===== src/sv/kef_pkg.sv =====
// Package for the Kruskal edge filter: vertex sizing, the item and result
// structs, the queue entry and the queue status struct.
// Depends on nothing; every module of the block imports it.
`timescale 1ns / 1ps

package kef_pkg;

	localparam int VERTICES = 1024;
	localparam int IDX_W    = $clog2(VERTICES);
	localparam int VTX_W    = 10;
	localparam int WEIGHT_W = 24;
	localparam int RANK_W   = 4;
	localparam logic [RANK_W-1:0] RANK_MAX = '1;
	localparam logic [VTX_W:0] VTX_LIMIT = (VTX_W+1)'(VERTICES);

	typedef struct packed {
		logic [VTX_W-1:0]    end_a;
		logic [VTX_W-1:0]    end_b;
		logic [WEIGHT_W-1:0] weight;
		logic                final_edge;
	} edge_in_t;

	typedef struct packed {
		logic                tree_edge;
		logic [VTX_W-1:0]    out_end_a;
		logic [VTX_W-1:0]    out_end_b;
		logic [WEIGHT_W-1:0] out_weight;
		logic                out_final;
	} edge_out_t;

	// One queued job: the edge and whether it can be rejected without a walk.
	typedef struct packed {
		edge_in_t e;
		logic     skip;
	} job_t;

	typedef struct packed {
		logic full;
		logic empty;
	} q_stat_t;

	// Memory index of a vertex number.
	function automatic logic [IDX_W-1:0] vidx(input logic [VTX_W-1:0] v);
		return v[IDX_W-1:0];
	endfunction

endpackage


===== src/sv/kef_fifo.sv =====
// Two-entry job queue between the front and back of the edge filter.
// Depends on kef_pkg.
`timescale 1ns / 1ps

module kef_fifo (
	input  logic             clk,
	input  logic             arst_n,
	input  logic             push,
	input  kef_pkg::job_t    push_job,
	input  logic             pop,
	output kef_pkg::job_t    head,
	output kef_pkg::q_stat_t q_st
);
	import kef_pkg::*;

	job_t       slot_q [2];
	logic       wr_ptr_q;
	logic       rd_ptr_q;
	logic [1:0] count_q;

	assign head       = slot_q[rd_ptr_q];
	assign q_st.full  = (count_q == 2'd2);
	assign q_st.empty = (count_q == 2'd0);

	always_ff @(posedge clk or negedge arst_n) begin
		if (!arst_n) begin
			wr_ptr_q <= 1'b0;
			rd_ptr_q <= 1'b0;
			count_q  <= 2'd0;
		end else begin
			if (push) begin
				wr_ptr_q <= !wr_ptr_q;
			end
			if (pop) begin
				rd_ptr_q <= !rd_ptr_q;
			end
			if (push && !pop) begin
				count_q <= count_q + 2'd1;
			end else if (pop && !push) begin
				count_q <= count_q - 2'd1;
			end
		end
	end

	always_ff @(posedge clk) begin
		if (push) begin
			slot_q[wr_ptr_q] <= push_job;
		end
	end

endmodule


===== config.mk =====
export PLATFORM = sky130hd
export DESIGN_NAME = kef_fifo
export DESIGN_NICKNAME = d
export VERILOG_FILES = /design/src/sv/kef_pkg.sv /design/src/sv/kef_fifo.sv
export SDC_FILE = /design/constraint.sdc
export NUM_CORES = 1
export LEC_CHECK = 0
export ABC_AREA = 1
export BUFFER_PORTS_ARGS = -buffer_cell sky130_fd_sc_hd__buf_2
export CORE_UTILIZATION = 54
export CTS_BUF_LIST = sky130_fd_sc_hd__clkbuf_8
export CTS_CLUSTER_DIAMETER = 60
export DETAILED_ROUTE_END_ITERATION = 10
export GPL_TIMING_DRIVEN = 0
export PLACE_DENSITY = 0.81
export SYNTH_ARGS = -nofsm -noshare
export SYNTH_HDL_FRONTEND = slang
export SYNTH_SLANG_ARGS = --single-unit

===== constraint.sdc =====
create_clock -name clk -period 3.8 [get_ports clk]
set_clock_uncertainty 0.05 [all_clocks]
set_input_delay 0.38 -clock clk [delete_from_list [all_inputs] [get_ports clk]]
set_output_delay 0.38 -clock clk [all_outputs]
set_load 0.02 [all_outputs]

==> flow_metrics.py <==
metrics = {
    "run_status": {
        "outcome": "finished with violations",
        "violations": "design-rule violations",
    },
    "floorplan": {
        "die_w_um": 84.21,
        "die-area_um2": 7091,
        "core_um2": 6422,
        "die_y_um": 84.21,
        "num_rows": 29,
        "io_pins": 98,
        "start_util_pct": 56.83,
    },
    "clock_network": {
        "cts_buffers": 9,
        "cts.reportedPaths.clkPinSlew_ns": 0.09,
        "cts_tree": "done",
        "cts.sinks": 96,
        "insertion_delay_ns": 0.34,
        "clk_path_buf_depth": 2,
        "root_buffer": "clkbuf_8",
        "cts-htree-levels": 3,
        "cts_setup_buffers": 0,
        "cts_resized": 0,
    },
    "final_layout": {
        "antennaDiodeCount": 0,
        "nNetsFinal": 330,
        "drive_above_1_share_pct": 58.10,
        "fin_cells": 361,
        "area_delta_synth_final_pct": 23.86,
        "fin_area_um2": 4521,
    },
    "logic_synthesis": {
        "yosysUniqueCellTypes": 14,
        "synth_warnings": 0,
        "yosys.area.top_type_share_pct": 75.69,
        "synth_area_leaders": "edfxtp_1, mux2_4, mux2_2",
        "yosysTopAreaCell": "edfxtp_1",
        "ys_seq_area_share_pct": 78.44,
        "syn-num-nets": 219,
        "synth_cells": 168,
        "syn_area_um2": 3650,
        "ys_seq_elements": 96,
        "syn_area_per_cell_um2": 21.72,
    },
    "route": {
        "totalWireLength_mm": 5.388,
        "drt_iter0_markers": 68,
        "route.detailed.drc": 15,
        "ant_nets": 0,
        "wl_per_cell_um": 14.93,
        "vias_per_cell": 5.008,
        "dr.pass1.iters": 7,
        "vias": 1808,
    },
    "global_routing": {
        "overflow": 0,
        "antenna_found_initial": 0,
        "track_usage_pct": 16.14,
        "grt_pass1_wl_mm": 8.514,
        "grt_pass1_vias": 1854,
        "grt_max_degree": 25,
    },
    "critical_path": {
        "reg2reg_depth": 2,
        "critPathKind": "reg -> out",
        "worstPathArrival_ns": 1.54,
        "r2r-end": "slot_q[0][20]$_DFFE_PP_",
        "crit_top_cell": "buf_6",
        "end_kind": "output port",
        "worstPathCellList": "buf_6, buf_6, mux2_4, buf_2",
        "crit_fanout": 10,
        "reg2reg_setup_slack_ns": 2.15,
        "crit_slowest_cell": "dfrtp_1",
        "r2r_start": "wr_ptr_q$_DFFE_PN0P_",
        "required_ns": 3.37,
        "max_stage_delay_ns": 0.37,
        "setup.worst_path.start_class": "flip-flop",
    },
    "pwr": {
        "leakage_nw": 1.852,
        "cellPowerDensity_nw_per_um2": 752.8,
        "total_power_mw": 3.403,
        "vdd.ir_drop.worst_uv": 438.7,
    },
    "sta": {
        "whs_ns": 0.1700,
        "worst_slack_ns": 1.827,
        "worst_slew_pin_slew_ns": 0.7361,
        "rsz0062_at_grt": "false",
        "drv_slew": 0,
        "slew-limit-headroom_pct": 50.81,
        "fmax_mhz": 506.8,
        "fin_crit_sh_pct": 51.92,
        "post-route-min-period_ns": 1.973,
        "setup_violations": 0,
        "finalHoldViolCount": 0,
    },
    "placed_design": {
        "place_congestion": 0.7016,
        "post-place-ws_ns": 2.014,
        "dpl.cell_count": 344,
        "portBuffers": 97,
        "post-dp-hpwl_mm": 3.694,
        "place_area_um2": 4294,
    },
    "flow_run": {
        "maxCapViolations": 0,
    },
    "worst_hold_path": {
        "hold_end": "slot_q[0][29]$_DFFE_PP_",
        "hp-class": "in -> reg",
        "holdPathStages": 1,
        "min_from": "push_job[29]",
    },
}
## synth_stat cells
cell type	n
buf_2	1
buf_6	4
dfrtp_1	4
edfxtp_1	92
ha_1	1
inv_1	7
mux2_2	16
mux2_4	30
nand2_1	5
nand3_1	1
nand4_1	1
nor2_1	3
xnor2_1	1
xor2_1	2
## sequential cells by signal (all words and copies together) (netlist names)
register,count
count_q,2
rd_ptr_q,1
slot_q,92
wr_ptr_q,1
## worst max-delay path: cells and delay by family (launching register included)
kind,cells,cell delay (ns)
buffers and inverters,3,0.52
DFF,1,0.37
muxes,1,0.31
## per-layer routing
metal,track usage [%],wire length [um]
met1,18.88,2203
met4,8.150,110
met3,5.015,375
met2,27.12,2698
met5,0,0
## layout make-up
class | instances | area (um^2)
sequential | 96 | 2863
fill | 421 | 1902
multi-input combinational | 60 | 718.2
timing repair buffer | 100 | 550.5
clock buffer | 10 | 137.6
tap | 77 | 96.34
clock inverter | 6 | 78.83
buffer | 5 | 50.05
inverter | 7 | 26.28
## cells by family (layout without fill, tap and decap cells)
family / after synthesis / count (layout) / share of synthesized area (%)
flops: 96 / 96 / 78.44
buf+inv: 12 / 128 / 2.091
mux: 46 / 46 / 17.28
xor+xnor: 3 / 3 / 0.7200
fa+ha+maj: 1 / 1 / 0.3428
simple gates: 10 / 10 / 1.131
## cells in the final DEF, fill, tap and decap left out, types with 4 or more instances in the layout
cell type	Yosys	routed
mux2_2	16	16
mux2_4	30	30
nand2_1	5	5
inv_1	7	9
clkbuf_8	0	10
buf_2	1	98
dfrtp_1	4	4
edfxtp_1	92	92
buf_6	4	4
## stage by stage
stage	util, %	setup TNS [ns]
6_report	70.39	0
5_1_grt	70.39	0
4_1_cts	70.39	0
3_5_place_dp	66.86	0
3_3_place_gp	65.89	-6.940
2_1_floorplan	-	0
## power by group
| part | switching (mW) | total [mW] | internal [mW] |
|---|---|---|---|
| clock | 0.314 | 0.696 | 0.382 |
| sequential | 0.0625 | 1.47 | 1.40 |
| combinational | 0.679 | 1.24 | 0.561 |
## what timing repair did
action                     CTS  global route
hold buffers                 1             0
setup endpoints to repair    0             0
hold endpoints to repair     4             0
## worst max-delay path by stage
stage,slack (ns),end,from
2_1_floorplan,0.95,slot_q[0][0]$_DFFE_PP_,push
3_3_place_gp,-0.15,slot_q[0][25]$_DFFE_PP_,push
3_5_place_dp,2.01,slot_q[0][26]$_DFFE_PP_,push
4_1_cts,1.80,head[17],rd_ptr_q$_DFFE_PN0P_
5_1_grt,1.77,head[12],rd_ptr_q$_DFFE_PN0P_
6_report,1.83,head[17],rd_ptr_q$_DFFE_PN0P_
No activity file was read; power rests on OpenSTA's default activity.
