[config.mk]
export PLATFORM = sky130hd
export DESIGN_NAME = kef_front
export DESIGN_NICKNAME = d
export VERILOG_FILES = /design/src/sv/kef_pkg.sv /design/src/sv/kef_front.sv
export SDC_FILE = /design/constraint.sdc
export NUM_CORES = 1
export LEC_CHECK = 0
export BUFFER_PORTS_ARGS = -buffer_cell sky130_fd_sc_hd__buf_4
export CAP_MARGIN = 10
export CORE_MARGIN = 2
export CORE_UTILIZATION = 41
export CTS_CLUSTER_DIAMETER = 120
export DETAILED_ROUTE_END_ITERATION = 8
export GPL_TIMING_DRIVEN = 0
export HOLD_SLACK_MARGIN = 0.1
export PLACE_DENSITY_LB_ADDON = 0.08
export SETUP_SLACK_MARGIN = 0.2
export SYNTH_ARGS = -nofsm -noshare
export SYNTH_HDL_FRONTEND = slang
export SYNTH_SLANG_ARGS = --single-unit
[constraint.sdc]
create_clock -name clk -period 3.9 [get_ports clk]
set_clock_uncertainty 0.05 [all_clocks]
set_input_delay 0.78 -clock clk [delete_from_list [all_inputs] [get_ports clk]]
set_output_delay 0.78 -clock clk [all_outputs]
set_load 0.02 [all_outputs]
[src/sv/kef_pkg.sv]
// Package for the Kruskal edge filter: vertex sizing, the item and result
// structs, the queue entry and the queue status struct.
// Depends on nothing; every module of the block imports it.
`timescale 1ns / 1ps

package kef_pkg;

	localparam int VERTICES = 1024;
	localparam int IDX_W    = $clog2(VERTICES);
	localparam int VTX_W    = 10;
	localparam int WEIGHT_W = 24;
	localparam int RANK_W   = 4;
	localparam logic [RANK_W-1:0] RANK_MAX = '1;
	localparam logic [VTX_W:0] VTX_LIMIT = (VTX_W+1)'(VERTICES);

	typedef struct packed {
		logic [VTX_W-1:0]    end_a;
		logic [VTX_W-1:0]    end_b;
		logic [WEIGHT_W-1:0] weight;
		logic                final_edge;
	} edge_in_t;

	typedef struct packed {
		logic                tree_edge;
		logic [VTX_W-1:0]    out_end_a;
		logic [VTX_W-1:0]    out_end_b;
		logic [WEIGHT_W-1:0] out_weight;
		logic                out_final;
	} edge_out_t;

	// One queued job: the edge and whether it can be rejected without a walk.
	typedef struct packed {
		edge_in_t e;
		logic     skip;
	} job_t;

	typedef struct packed {
		logic full;
		logic empty;
	} q_stat_t;

	// Memory index of a vertex number.
	function automatic logic [IDX_W-1:0] vidx(input logic [VTX_W-1:0] v);
		return v[IDX_W-1:0];
	endfunction

endpackage

[src/sv/kef_front.sv]
// Front end of the Kruskal edge filter: takes an item, classifies it and
// hands it to the job queue. Depends on kef_pkg.
`timescale 1ns / 1ps

module kef_front (
	input  logic              clk,
	input  logic              arst_n,
	input  logic              start,
	output logic              busy,
	input  kef_pkg::edge_in_t edge_in,
	input  logic              clearing,
	input  kef_pkg::q_stat_t  q_st,
	output logic              push,
	output kef_pkg::job_t     push_job
);
	import kef_pkg::*;

	logic     valid_s1;
	job_t     job_s1;
	logic     load;
	logic     range_ok;

	assign busy     = clearing || (valid_s1 && q_st.full);
	assign load     = start && !busy;
	assign push     = valid_s1 && !q_st.full;
	assign push_job = job_s1;

	assign range_ok = ({1'b0, edge_in.end_a} < VTX_LIMIT) &&
		({1'b0, edge_in.end_b} < VTX_LIMIT);

	always_ff @(posedge clk or negedge arst_n) begin
		if (!arst_n) begin
			valid_s1 <= 1'b0;
		end else if (load) begin
			valid_s1 <= 1'b1;
		end else if (push) begin
			valid_s1 <= 1'b0;
		end
	end

	// A self loop or a vertex out of range is rejected without a root walk.
	always_ff @(posedge clk) begin
		if (load) begin
			job_s1.e    <= edge_in;
			job_s1.skip <= !range_ok || (edge_in.end_a == edge_in.end_b);
		end
	end

endmodule

==> impl_results.rst, run 1 <==
.. list-table::
   :header-rows: 1

   * - Metric
     - Value
   * - Area occupied by multi-input gates
     - 155.1 um^2
   * - Total Die Area
     - 4289 um^2
   * - Minimum period implied by the final worst setup slack
     - a little over 2000 ps
   * - Largest delay contributor family on the critical path
     - buffers and inverters
   * - Number of buffers created by CTS
     - 5
   * - Synthesized area per cell
     - between 20 and 25 um^2
   * - Sequential Area
     - 1406 um^2
   * - All-Layer GR Usage
     - 0.1432
   * - Final setup viols
     - 0
   * - Die width
     - between 60 and 70 um
   * - # clock sinks
     - 47
   * - Category of the most critical setup path
     - in -> out
   * - Least-Margin Pin Slew
     - 786.2 ps
   * - Remaining design rule violation count
     - 0
   * - Die span in y
     - 65.49 um
   * - Area grow syn2layout
     - 60.29%
   * - Outcome
     - finished clean
   * - Detailed-route wire length per cell
     - between 10 and 15 um
   * - DRC violation total after the first TritonRoute iteration
     - 77
   * - Core utilization of the finished layout
     - 0.6787
   * - CTS tree
     - built
   * - Final Routed Wirelength
     - between 2000 and 3000 um
   * - Netlist cell types
     - 10
   * - Final-report max-slew violation count
     - 0
   * - Fill cells
     - 269
   * - Power density relative to cell area
     - 420.6 nW/um^2
   * - Detail Route Antenna Nets
     - 0
   * - Clock slew at reported path FFs
     - ~80 ps
   * - Max stage delay on crit path
     - around 160 ps
   * - Proportion of power drawn by the clock network
     - 0.318
   * - Switching power
     - 0.0002113 W
   * - Placer Congestion
     - 0.6450
   * - Area of the placeable core
     - 3661 um^2
   * - Worst endpoint required time
     - 3070 ps
   * - Htree depth
     - 2
   * - Wire length of the first global-routing pass
     - 4422 um
   * - Number of primary I/O pins
     - 99
   * - Fin worst setup slack
     - between 1500 and 2000 ps
   * - Layout cells sized above 1
     - 0.6221
   * - Yosys warns
     - 0
   * - Share of power burned in combinational logic
     - 0.121
   * - Sequential group share of total power
     - 0.561
   * - IO Port Bufs
     - 97
   * - Slowest CP cell
     - buf_4
   * - Antenna fix cells
     - 0
   * - Bufs on Longest Clock Path
     - 2
   * - Cell Chain, Critical Path
     - buf_4, nand2_1, nand2b_1, buf_4
   * - Root Driver
     - clkbuf_8
   * - Timing-limited maximum frequency
     - 490.4 MHz
   * - Final clock period utilization by the worst path
     - 0.5229
   * - Via/cell ratio
     - 4.400
   * - Gate Count Post-Synth
     - between 60 and 70
   * - Maximum fanout along the worst path
     - 3
   * - Number of nets in the synthesized netlist
     - 117
   * - Worst hold path class
     - in -> async
   * - Setup repair after global routing missed its margin
     - false
   * - Total grt overflow
     - 0
   * - Crit path capture type
     - output port
   * - 1st-pass router iterations
     - 4
   * - Total Negative Setup Slacks
     - 0 ps
   * - Number of max-cap violations
     - 0
   * - Cell-internal power
     - 0.0008339 W
   * - Buffers & Inverters on Critical Path
     - 2
   * - Post-Synthesis Cell Area
     - approximately 1600 um^2
   * - Final Net Count
     - 222
   * - Worst slew margin relative to its limit
     - 0.4747
   * - Worst-case hold slack
     - approximately 210 ps
   * - Sequential element share of the synthesized area
     - 0.9072
   * - Nature of the critical path startpoint
     - primary input
   * - Crit path top cell by count
     - buf_4
   * - Quantity of gates resized following cts
     - 0
   * - Pin count of the biggest net entering global routing
     - 25
   * - Clock latency on the worst-skew pair
     - ~280 ps
   * - Static leakage power
     - slightly above 1 nW
   * - Setup slack at placement
     - roughly 1600 ps
   * - Arrival time worst endpoint
     - approximately 1200 ps
   * - Number of hold buffers added after CTS
     - 0
   * - Switching share of total power
     - 0.2022
   * - Antenna violations before repair
     - 0
   * - Placement row count
     - 22
   * - Initial Utilization
     - 0.4234
   * - Via count
     - 968
   * - Post-CTS Repair Setup Buffers
     - 0
   * - Final hold viol count
     - 0
   * - Flop and latch count out of synthesis
     - 47
   * - Vias in the first global route
     - 943
   * - Largest vdd supply drop
     - 0.2850 mV
==> area by class of cell <==
cell class,instances,share of cell area
Sequential cell,47,0.5660
Clock buffer,5,0.02769
Clock inverter,3,0.01561
Multi-Input combinational cell,19,0.06244
Timing Repair Buffer,98,0.3041
Tap cell,48,0.02417
==> flip-flops by register name, indices dropped and copies added (netlist names) <==
signal    cells
push_job     46
valid_s1      1
==> path summary, 6_finish.rpt <==
kind / startpoint / end / slack (ps) / cells past startpoint
setup / recovery: q_st[1] / busy / 1860 / 4
hold / removal: arst_n / valid_s1$_DFFE_PN0P_ / 210 / 1
hold reg to reg: valid_s1$_DFFE_PN0P_ / valid_s1$_DFFE_PN0P_ / 530 / 2
setup reg to reg: valid_s1$_DFFE_PN0P_ / push_job[42]$_DFFE_PP_ / 2230 / 2
min in group clk: valid_s1$_DFFE_PN0P_ / valid_s1$_DFFE_PN0P_ / 530 / 2
max in group asynchronous: arst_n / valid_s1$_DFFE_PN0P_ / 3520 / 1
==> power groups by stage <==
stage | combinational [W] | sequential, W | clock, W
detailed placement | 0.000129 | 0.000598 | 0
floorplan | 0.0000216 | 0.000624 | 0
CTS | 0.000129 | 0.000586 | 0.000343
global route | 0.000135 | 0.000588 | 0.000360
finish | 0.000127 | 0.000586 | 0.000332
global placement | 0.000121 | 0.000598 | 0
==> cell usage after synthesis <==
library cell,number,area [um^2]
dfrtp_1,1,25.02
nand2_1,2,7.510
nand4_1,2,12.51
nor4_2,1,12.51
edfxtp_1,46,1381
xnor2_1,8,70.07
nor2b_1,1,6.260
xor2_1,2,17.52
nand2b_1,2,12.51
a21oi_1,1,5.000
==> through the flow <==
| stage | power (W) | instance area (um^2) | std cells |
|---|---|---|---|
| global placement | 0.0007187 | 2342 | 211 |
| CTS | 0.001059 | 2485 | 220 |
| detailed placement | 0.0007267 | 2377 | 212 |
| global route | 0.001084 | 2485 | 220 |
| finish | 0.001045 | 2485 | 220 |
| floorplan | 0.0006452 | 1554 | 66 |
==> logic make-up (layout without fill, tap and decap cells) <==
logic type / count (synthesis) / after routing / synth area share
AO/OA/AOI/OAI: 1 / 1 / 0.003225
buffers and inverters: 0 / 106 / 0
XOR/XNOR: 10 / 10 / 0.05650
AND/OR/NAND/NOR: 8 / 8 / 0.03309
flip-flops: 47 / 47 / 0.9072
==> layer usage <==
layer	vias up	GRT usage	wire length (um)
met3	4	0.05308	273
met5	-	0	0
met1	453	0.1633	1001
met2	51	0.2449	1661
met4	0	0.05469	34
li1	460	-	-
==> placed cells by master (no fill, tap or decap), drive strengths merged <==
master | Yosys | routed
a21oi | 1 | 1
nand4 | 2 | 2
nand2b | 2 | 2
dfrtp | 1 | 1
edfxtp | 46 | 46
nor4 | 1 | 1
clkinv | 0 | 2
xnor2 | 8 | 8
buf | 0 | 98
bufinv | 0 | 1
nand2 | 2 | 2
nor2b | 1 | 1
xor2 | 2 | 2
clkbuf | 0 | 5
==> worst reg2reg max path, delay by kind of cell (launching register included) <==
kind	cells	cell delay (ps)
DFF	1	420
buffers and inverters	1	250
AOI/OAI and AO/OA	1	650
Note: power is estimated with default switching activity, not from simulation.
==> run 2: changes to the inputs <==
--- a/config.mk
+++ b/config.mk
@@ -8,7 +8,7 @@
 export BUFFER_PORTS_ARGS = -buffer_cell sky130_fd_sc_hd__buf_4
 export CAP_MARGIN = 10
 export CORE_MARGIN = 2
-export CORE_UTILIZATION = 41
+export CORE_UTILIZATION = 37
 export CTS_CLUSTER_DIAMETER = 120
 export DETAILED_ROUTE_END_ITERATION = 8
 export GPL_TIMING_DRIVEN = 0
==> constraint.sdc (replaced) <==
create_clock -name clk -period 1.6 [get_ports clk]
set_clock_uncertainty 0.05 [all_clocks]
set_input_delay 0.32 -clock clk [delete_from_list [all_inputs] [get_ports clk]]
set_output_delay 0.32 -clock clk [all_outputs]
set_load 0.02 [all_outputs]
==> run 2 against run 1 <==
  * Global-route usage grew 0.44 points
  * First-iteration DRC count shrank 21%
  * Via count grew 5.1%
  * Largest cell class unchanged
==> impl_results.rst, run 2 (synthesis gave the netlist of run 1 again) <==
.. list-table::
   :header-rows: 1

   * - Metric
     - Value
   * - Crit path capture type
     - output port
   * - Maximum fanout along the worst path
     - 4
   * - Root Driver
     - clkbuf_8
   * - Timing-limited maximum frequency
     - between 700 and 800 MHz
   * - Number of max-cap violations
     - 0
   * - DRC violation total after the first TritonRoute iteration
     - 61
   * - Share of power burned in combinational logic
     - 0.137
   * - Remaining design rule violation count
     - 0
   * - Wire length of the first global-routing pass
     - 4719 um
   * - Final Routed Wirelength
     - 3334 um
   * - Placement row count
     - 23
   * - Bufs on Longest Clock Path
     - 2
   * - IO Port Bufs
     - 97
   * - Pin count of the biggest net entering global routing
     - 28
   * - Least-Margin Pin Slew
     - 602.5 ps
   * - All-Layer GR Usage
     - 0.1476
   * - Clock latency on the worst-skew pair
     - 290 ps
   * - Most common cell after layout, fill and taps aside
     - buf_4
   * - Htree depth
     - 2
   * - CTS tree
     - built
   * - Hold path startpoint
     - edge_in[12]
   * - Antenna fix cells
     - 0
   * - Detailed-route wire length per cell
     - 14.75 um
   * - Worst slew margin relative to its limit
     - 0.5983
   * - Power density relative to cell area
     - 955.4 nW/um^2
   * - Placer Congestion
     - 0.6799
   * - Final hold viol count
     - 0
   * - Reg-to-reg setup timing slack
     - 240 ps
   * - Number of stages on the worst hold path
     - 1
   * - 1st-pass router iterations
     - 3
   * - Minimum period implied by the final worst setup slack
     - roughly 1400 ps
   * - Category of the most critical setup path
     - reg -> out
   * - # clock sinks
     - 47
   * - Total Die Area
     - 4724 um^2
   * - Placed cell area
     - 2387 um^2
   * - Area grow syn2layout
     - 62.15%
   * - Outcome
     - finished clean
   * - Nature of the critical path startpoint
     - register
   * - Static leakage power
     - 1.032 nW
   * - Worst hold path class
     - in -> reg
   * - Switching share of total power
     - 0.2180
   * - Sequential group share of total power
     - 0.595
   * - Worst R2R Path Depth
     - 3
   * - Cell-internal power
     - 0.001878 W
   * - Setup slack at placement
     - -158.0 ps
   * - Flip-flop count of the largest register after layout
     - 46
   * - Commonest non-fill, non-tap cells in the layout
     - buf_4 (99), edfxtp_1 (46), xnor2_1 (8), clkbuf_8 (5)
   * - Reg-to-reg endpoint
     - push_job[2]$_DFFE_PP_
   * - Antenna violations before repair
     - 0
   * - Final-report max-slew violation count
     - 0
   * - R2r startpoint
     - valid_s1$_DFFE_PN0P_
   * - Arrival time worst endpoint
     - ~1000 ps
   * - Layout Cell Area excl Fill
     - approximately 2500 um^2
   * - Setup repair after global routing missed its margin
     - true
   * - Detail Route Antenna Nets
     - 0
   * - Fin worst setup slack
     - between 200 and 250 ps
   * - Worst endpoint required time
     - 1230 ps
   * - Area of the placeable core
     - 4029 um^2
   * - Number of primary I/O pins
     - 99
   * - Number of buffers created by CTS
     - 5
   * - Total grt overflow
     - 0
   * - Final clock period utilization by the worst path
     - 0.8722
   * - End of the worst hold path
     - push_job[13]$_DFFE_PP_
   * - Die width
     - roughly 69 um
   * - Clock slew at reported path FFs
     - about 80 ps
   * - Die span in y
     - 68.73 um
   * - Via count
     - 1017
   * - Proportion of power drawn by the clock network
     - 0.268
   * - Final Net Count
     - 227
   * - Via/cell ratio
     - 4.500
   * - Fill cells
     - 340
   * - Total Power Consumption
     - ~0.0024 W
   * - Vias in the first global route
     - 1043
   * - Switching power
     - 0.0005235 W
   * - Largest vdd supply drop
     - 0.5425 mV
   * - Final setup viols
     - 0
   * - Layout cells sized above 1
     - 0.6420
   * - Initial Utilization
     - 0.3848
-- run 2: cell types whose count changed in the layout (fill, tap and decap cells not counted), sizes merged --
cell / change
buf: +3
dlygate4sd3: +1
bufinv: -1
a21oi: +1
-- run 2: area by class of cell --
type                       count  area (um^2)  share of cell area
clock buffer                   5        68.82             0.02738
clock inverter                 2        8.758            0.003484
multi-input combinational     20        173.9             0.06919
sequential                    47         1408              0.5600
tap                           50        62.56             0.02489
timing repair buffer         102        792.0              0.3151
-- run 2: worst max-delay path, stage by stage (launching register included) --
cell and delay, ps:
dfrtp_2 450, nor2b_1 140, buf_4 150
-- run 2: worst max path at each step --
| stage | to | slack (ps) | start |
|---|---|---|---|
| after floorplan | push_job[0]$_DFFE_PP_ | -90 | clearing |
| after global placement | push_job[20]$_DFFE_PP_ | -430 | clearing |
| after detailed placement | push_job[20]$_DFFE_PP_ | -160 | clearing |
| after CTS | push | 190 | valid_s1$_DFFE_PN0P_ |
| after global routing | push_job[37]$_DFFE_PP_ | 160 | valid_s1$_DFFE_PN0P_ |
| final | push | 200 | valid_s1$_DFFE_PN0P_ |
-- run 2: layer usage --
metal	GRT usage	wire, um	vias up
met3	0.04545	350	7
met2	0.2728	1817	56
met1	0.1483	1114	477
met4	0.07353	51	0
met5	0	0	-
li1	-	-	477
-- run 2: what timing repair did --
action / 4_1_cts / 5_1_grt
setup endpoints to repair: 47 / 12
pin swaps: 1 / 1
buffers inserted: 2 / 1
gates cloned: 1 / 0
endpoints found under the hold margin: 1 / 0
resized for setup: 2 / 1
hold buffers: 1 / 0
-- run 2: power by group through the flow --
stage	sequential [W]	combinational (W)	clock, W
after floorplan	0.00152	0.0000554	0
after global placement	0.00146	0.000299	0
after detailed placement	0.00146	0.000316	0
after CTS	0.00143	0.000330	0.000666
after global routing	0.00144	0.000353	0.000710
final	0.00143	0.000329	0.000643
-- run 2: through the flow --
stage	std cells	TNS, ps	util	hold WS [ps]
floorplan	66	-4247	-	-25.59
global placement	213	-19790	0.5857	45.29
detailed placement	214	-4241	0.5925	45.77
CTS	225	0	0.6211	142.0
global route	226	0	0.6239	132.1
finish	226	0	0.6239	149.8
==> run 3: changes to the inputs <==
--- a/config.mk
+++ b/config.mk
@@ -6,14 +6,14 @@
 export NUM_CORES = 1
 export LEC_CHECK = 0
 export BUFFER_PORTS_ARGS = -buffer_cell sky130_fd_sc_hd__buf_4
-export CAP_MARGIN = 10
+export CAP_MARGIN = 15
 export CORE_MARGIN = 2
 export CORE_UTILIZATION = 37
 export CTS_CLUSTER_DIAMETER = 120
 export DETAILED_ROUTE_END_ITERATION = 8
-export GPL_TIMING_DRIVEN = 0
 export HOLD_SLACK_MARGIN = 0.1
 export PLACE_DENSITY_LB_ADDON = 0.08
+export REMOVE_ABC_BUFFERS = 1
 export SETUP_SLACK_MARGIN = 0.2
 export SYNTH_ARGS = -nofsm -noshare
 export SYNTH_HDL_FRONTEND = slang
==> run 3 against run 2 <==
  * Register-to-register slack gained 70 ps
  * Die area did not move
  * Total power about the same
  * Via count down 2.9%
  * Clock power increased by 2%
  * Design area fell by 0.85%
  * Critical path type unchanged
  * Critical endpoint is now busy
==> impl_results.rst, run 3 (synthesis gave the netlist of run 1 again) <==
.. list-table::
   :header-rows: 1

   * - Metric
     - Value
   * - Area grow syn2layout
     - 60.77%
   * - Via/cell ratio
     - 4.387
   * - Reg-to-reg endpoint
     - push_job[43]$_DFFE_PP_
   * - Wire length of the first global-routing pass
     - approximately 4500 um
   * - Detailed-route wire length per cell
     - between 10 and 15 um
   * - End of the worst hold path
     - push_job[13]$_DFFE_PP_
   * - Switching share of total power
     - 0.2182
   * - Nature of the critical path startpoint
     - register
   * - Number of primary I/O pins
     - 99
   * - Worst hold path class
     - in -> reg
   * - Total Negative Setup Slacks
     - 0 ps
   * - Arrival time worst endpoint
     - 980 ps
   * - Timing-limited maximum frequency
     - 740.9 MHz
   * - Minimum period implied by the final worst setup slack
     - about 1300 ps
   * - Proportion of power drawn by the clock network
     - 0.273
   * - Via count
     - 987
   * - Reg-to-reg setup timing slack
     - 310 ps
   * - CTS tree
     - built
   * - Power density relative to cell area
     - 964.2 nW/um^2
   * - Least-Margin Pin Slew
     - 188.3 ps
   * - Total grt overflow
     - 0
   * - Final Routed Wirelength
     - 3208 um
   * - Final Net Count
     - 225
   * - All-Layer GR Usage
     - 0.1368
   * - Detail Route Antenna Nets
     - 0
   * - Root Driver
     - clkbuf_8
   * - Number of buffers created by CTS
     - 5
   * - Final-report max-slew violation count
     - 0
   * - Bufs on Longest Clock Path
     - 2
   * - Maximum fanout along the worst path
     - 3
   * - Htree depth
     - 2
   * - Placement row count
     - 23
   * - IO Port Bufs
     - 97
   * - Final hold viol count
     - 0
   * - Area of the placeable core
     - 4029 um^2
   * - Final clock period utilization by the worst path
     - 0.8436
   * - Flip-flop count of the largest register after layout
     - 46
   * - Layout cells sized above 1
     - 0.6229
   * - Initial Utilization
     - 0.3848
   * - Remaining design rule violation count
     - 0
   * - Largest vdd supply drop
     - 0.5629 mV
   * - Number of max-cap violations
     - 0
   * - R2r startpoint
     - valid_s1$_DFFE_PN0P_
   * - Setup repair after global routing missed its margin
     - true
   * - Clock slew at reported path FFs
     - 80 ps
   * - Hold path startpoint
     - edge_in[12]
   * - 1st-pass router iterations
     - 4
   * - Switching power
     - 0.0005245 W
   * - Worst slew margin relative to its limit
     - 0.8734
   * - Placer Congestion
     - around 0.66
   * - Final setup viols
     - 0
   * - Worst R2R Path Depth
     - 3
   * - Cell-internal power
     - 0.001879 W
   * - # clock sinks
     - 47
   * - Clock latency on the worst-skew pair
     - 280 ps
   * - Pin count of the biggest net entering global routing
     - 34
   * - Worst endpoint required time
     - 1230 ps
   * - Sequential group share of total power
     - 0.594
   * - Die width
     - 68.73 um
   * - Crit path capture type
     - output port
   * - Static leakage power
     - 1.019 nW
   * - Commonest non-fill, non-tap cells in the layout
     - buf_4 (98), edfxtp_1 (46), xnor2_1 (8), clkbuf_8 (5)
   * - Outcome
     - finished clean
   * - Die span in y
     - 68.73 um
   * - Total Die Area
     - 4724 um^2
   * - Layout Cell Area excl Fill
     - 2492 um^2
   * - Vias in the first global route
     - slightly below 1000
   * - Category of the most critical setup path
     - reg -> out
   * - Antenna fix cells
     - 0
   * - Antenna violations before repair
     - 0
   * - Number of stages on the worst hold path
     - 1
   * - DRC violation total after the first TritonRoute iteration
     - 75
   * - Placed cell area
     - 2380 um^2
   * - Share of power burned in combinational logic
     - 0.133
   * - Most common cell after layout, fill and taps aside
     - buf_4
## run 3: metrics by stage
step,hold slack [ps],total power (W),util,std cells,setup slack (ps)
2_1_floorplan,-25.59,0.001574,-,66,-1642
4_1_cts,146.3,0.002428,0.6140,224,201.2
6_report,154.9,0.002403,0.6186,225,250.3
5_1_grt,131.3,0.002516,0.6186,225,182.0
3_5_place_dp,46.58,0.001770,0.5907,215,220.5
3_3_place_gp,46.34,0.001762,0.5907,215,222.9
## run 3: metal layers
| layer | global-route usage | wire length (um) | share of wire | up-vias |
|---|---|---|---|---|
| met3 | 0.06006 | 372 | 0.12 | 3 |
| met1 | 0.1367 | 1085 | 0.34 | 464 |
| met5 | 0 | 0 | 0 | - |
| met2 | 0.2452 | 1728 | 0.54 | 52 |
| li1 | - | - | - | 468 |
| met4 | 0.05882 | 21 | 0.0065 | 0 |
## run 3: area by class of cell
type                       instances  area (um^2)
clock inverter                     3        15.01
multi-input combinational         19        162.7
fill                             324         1536
timing repair buffer             101        777.0
tap                               50        62.56
sequential                        47         1406
clock buffer                       5        68.82
## run 3: worst max-delay path by stage
stage	startpoint	endpoint	slack [ps]
5_1_grt	valid_s1$_DFFE_PN0P_	busy	180
3_3_place_gp	clearing	push_job[39]$_DFFE_PP_	220
4_1_cts	valid_s1$_DFFE_PN0P_	push	200
3_5_place_dp	clearing	push_job[39]$_DFFE_PP_	220
2_1_floorplan	clearing	push_job[0]$_DFFE_PP_	-1640
6_report	valid_s1$_DFFE_PN0P_	busy	250
## run 3: worst max-delay path: stages (launching register included)
cell and delay, ps:
dfrtp_1 410, nand2_1 90, nand2b_1 70, buf_6 130
## run 3: power groups by stage
| stage | clock network (W) | registers, W | logic, W |
|---|---|---|---|
| 6_report | 0.000657 | 0.00143 | 0.000319 |
| 4_1_cts | 0.000683 | 0.00143 | 0.000315 |
| 2_1_floorplan | 0 | 0.00152 | 0.0000520 |
| 3_3_place_gp | 0 | 0.00146 | 0.000307 |
| 5_1_grt | 0.000741 | 0.00143 | 0.000341 |
| 3_5_place_dp | 0 | 0.00146 | 0.000313 |
## run 3: repair_timing
item / in CTS / in global routing
endpoints found under the setup margin: 0 / 2
buffers inserted: 0 / 1
hold buffers: 1 / 0
gates resized for setup: 0 / 3
hold endpoints to repair: 1 / 0
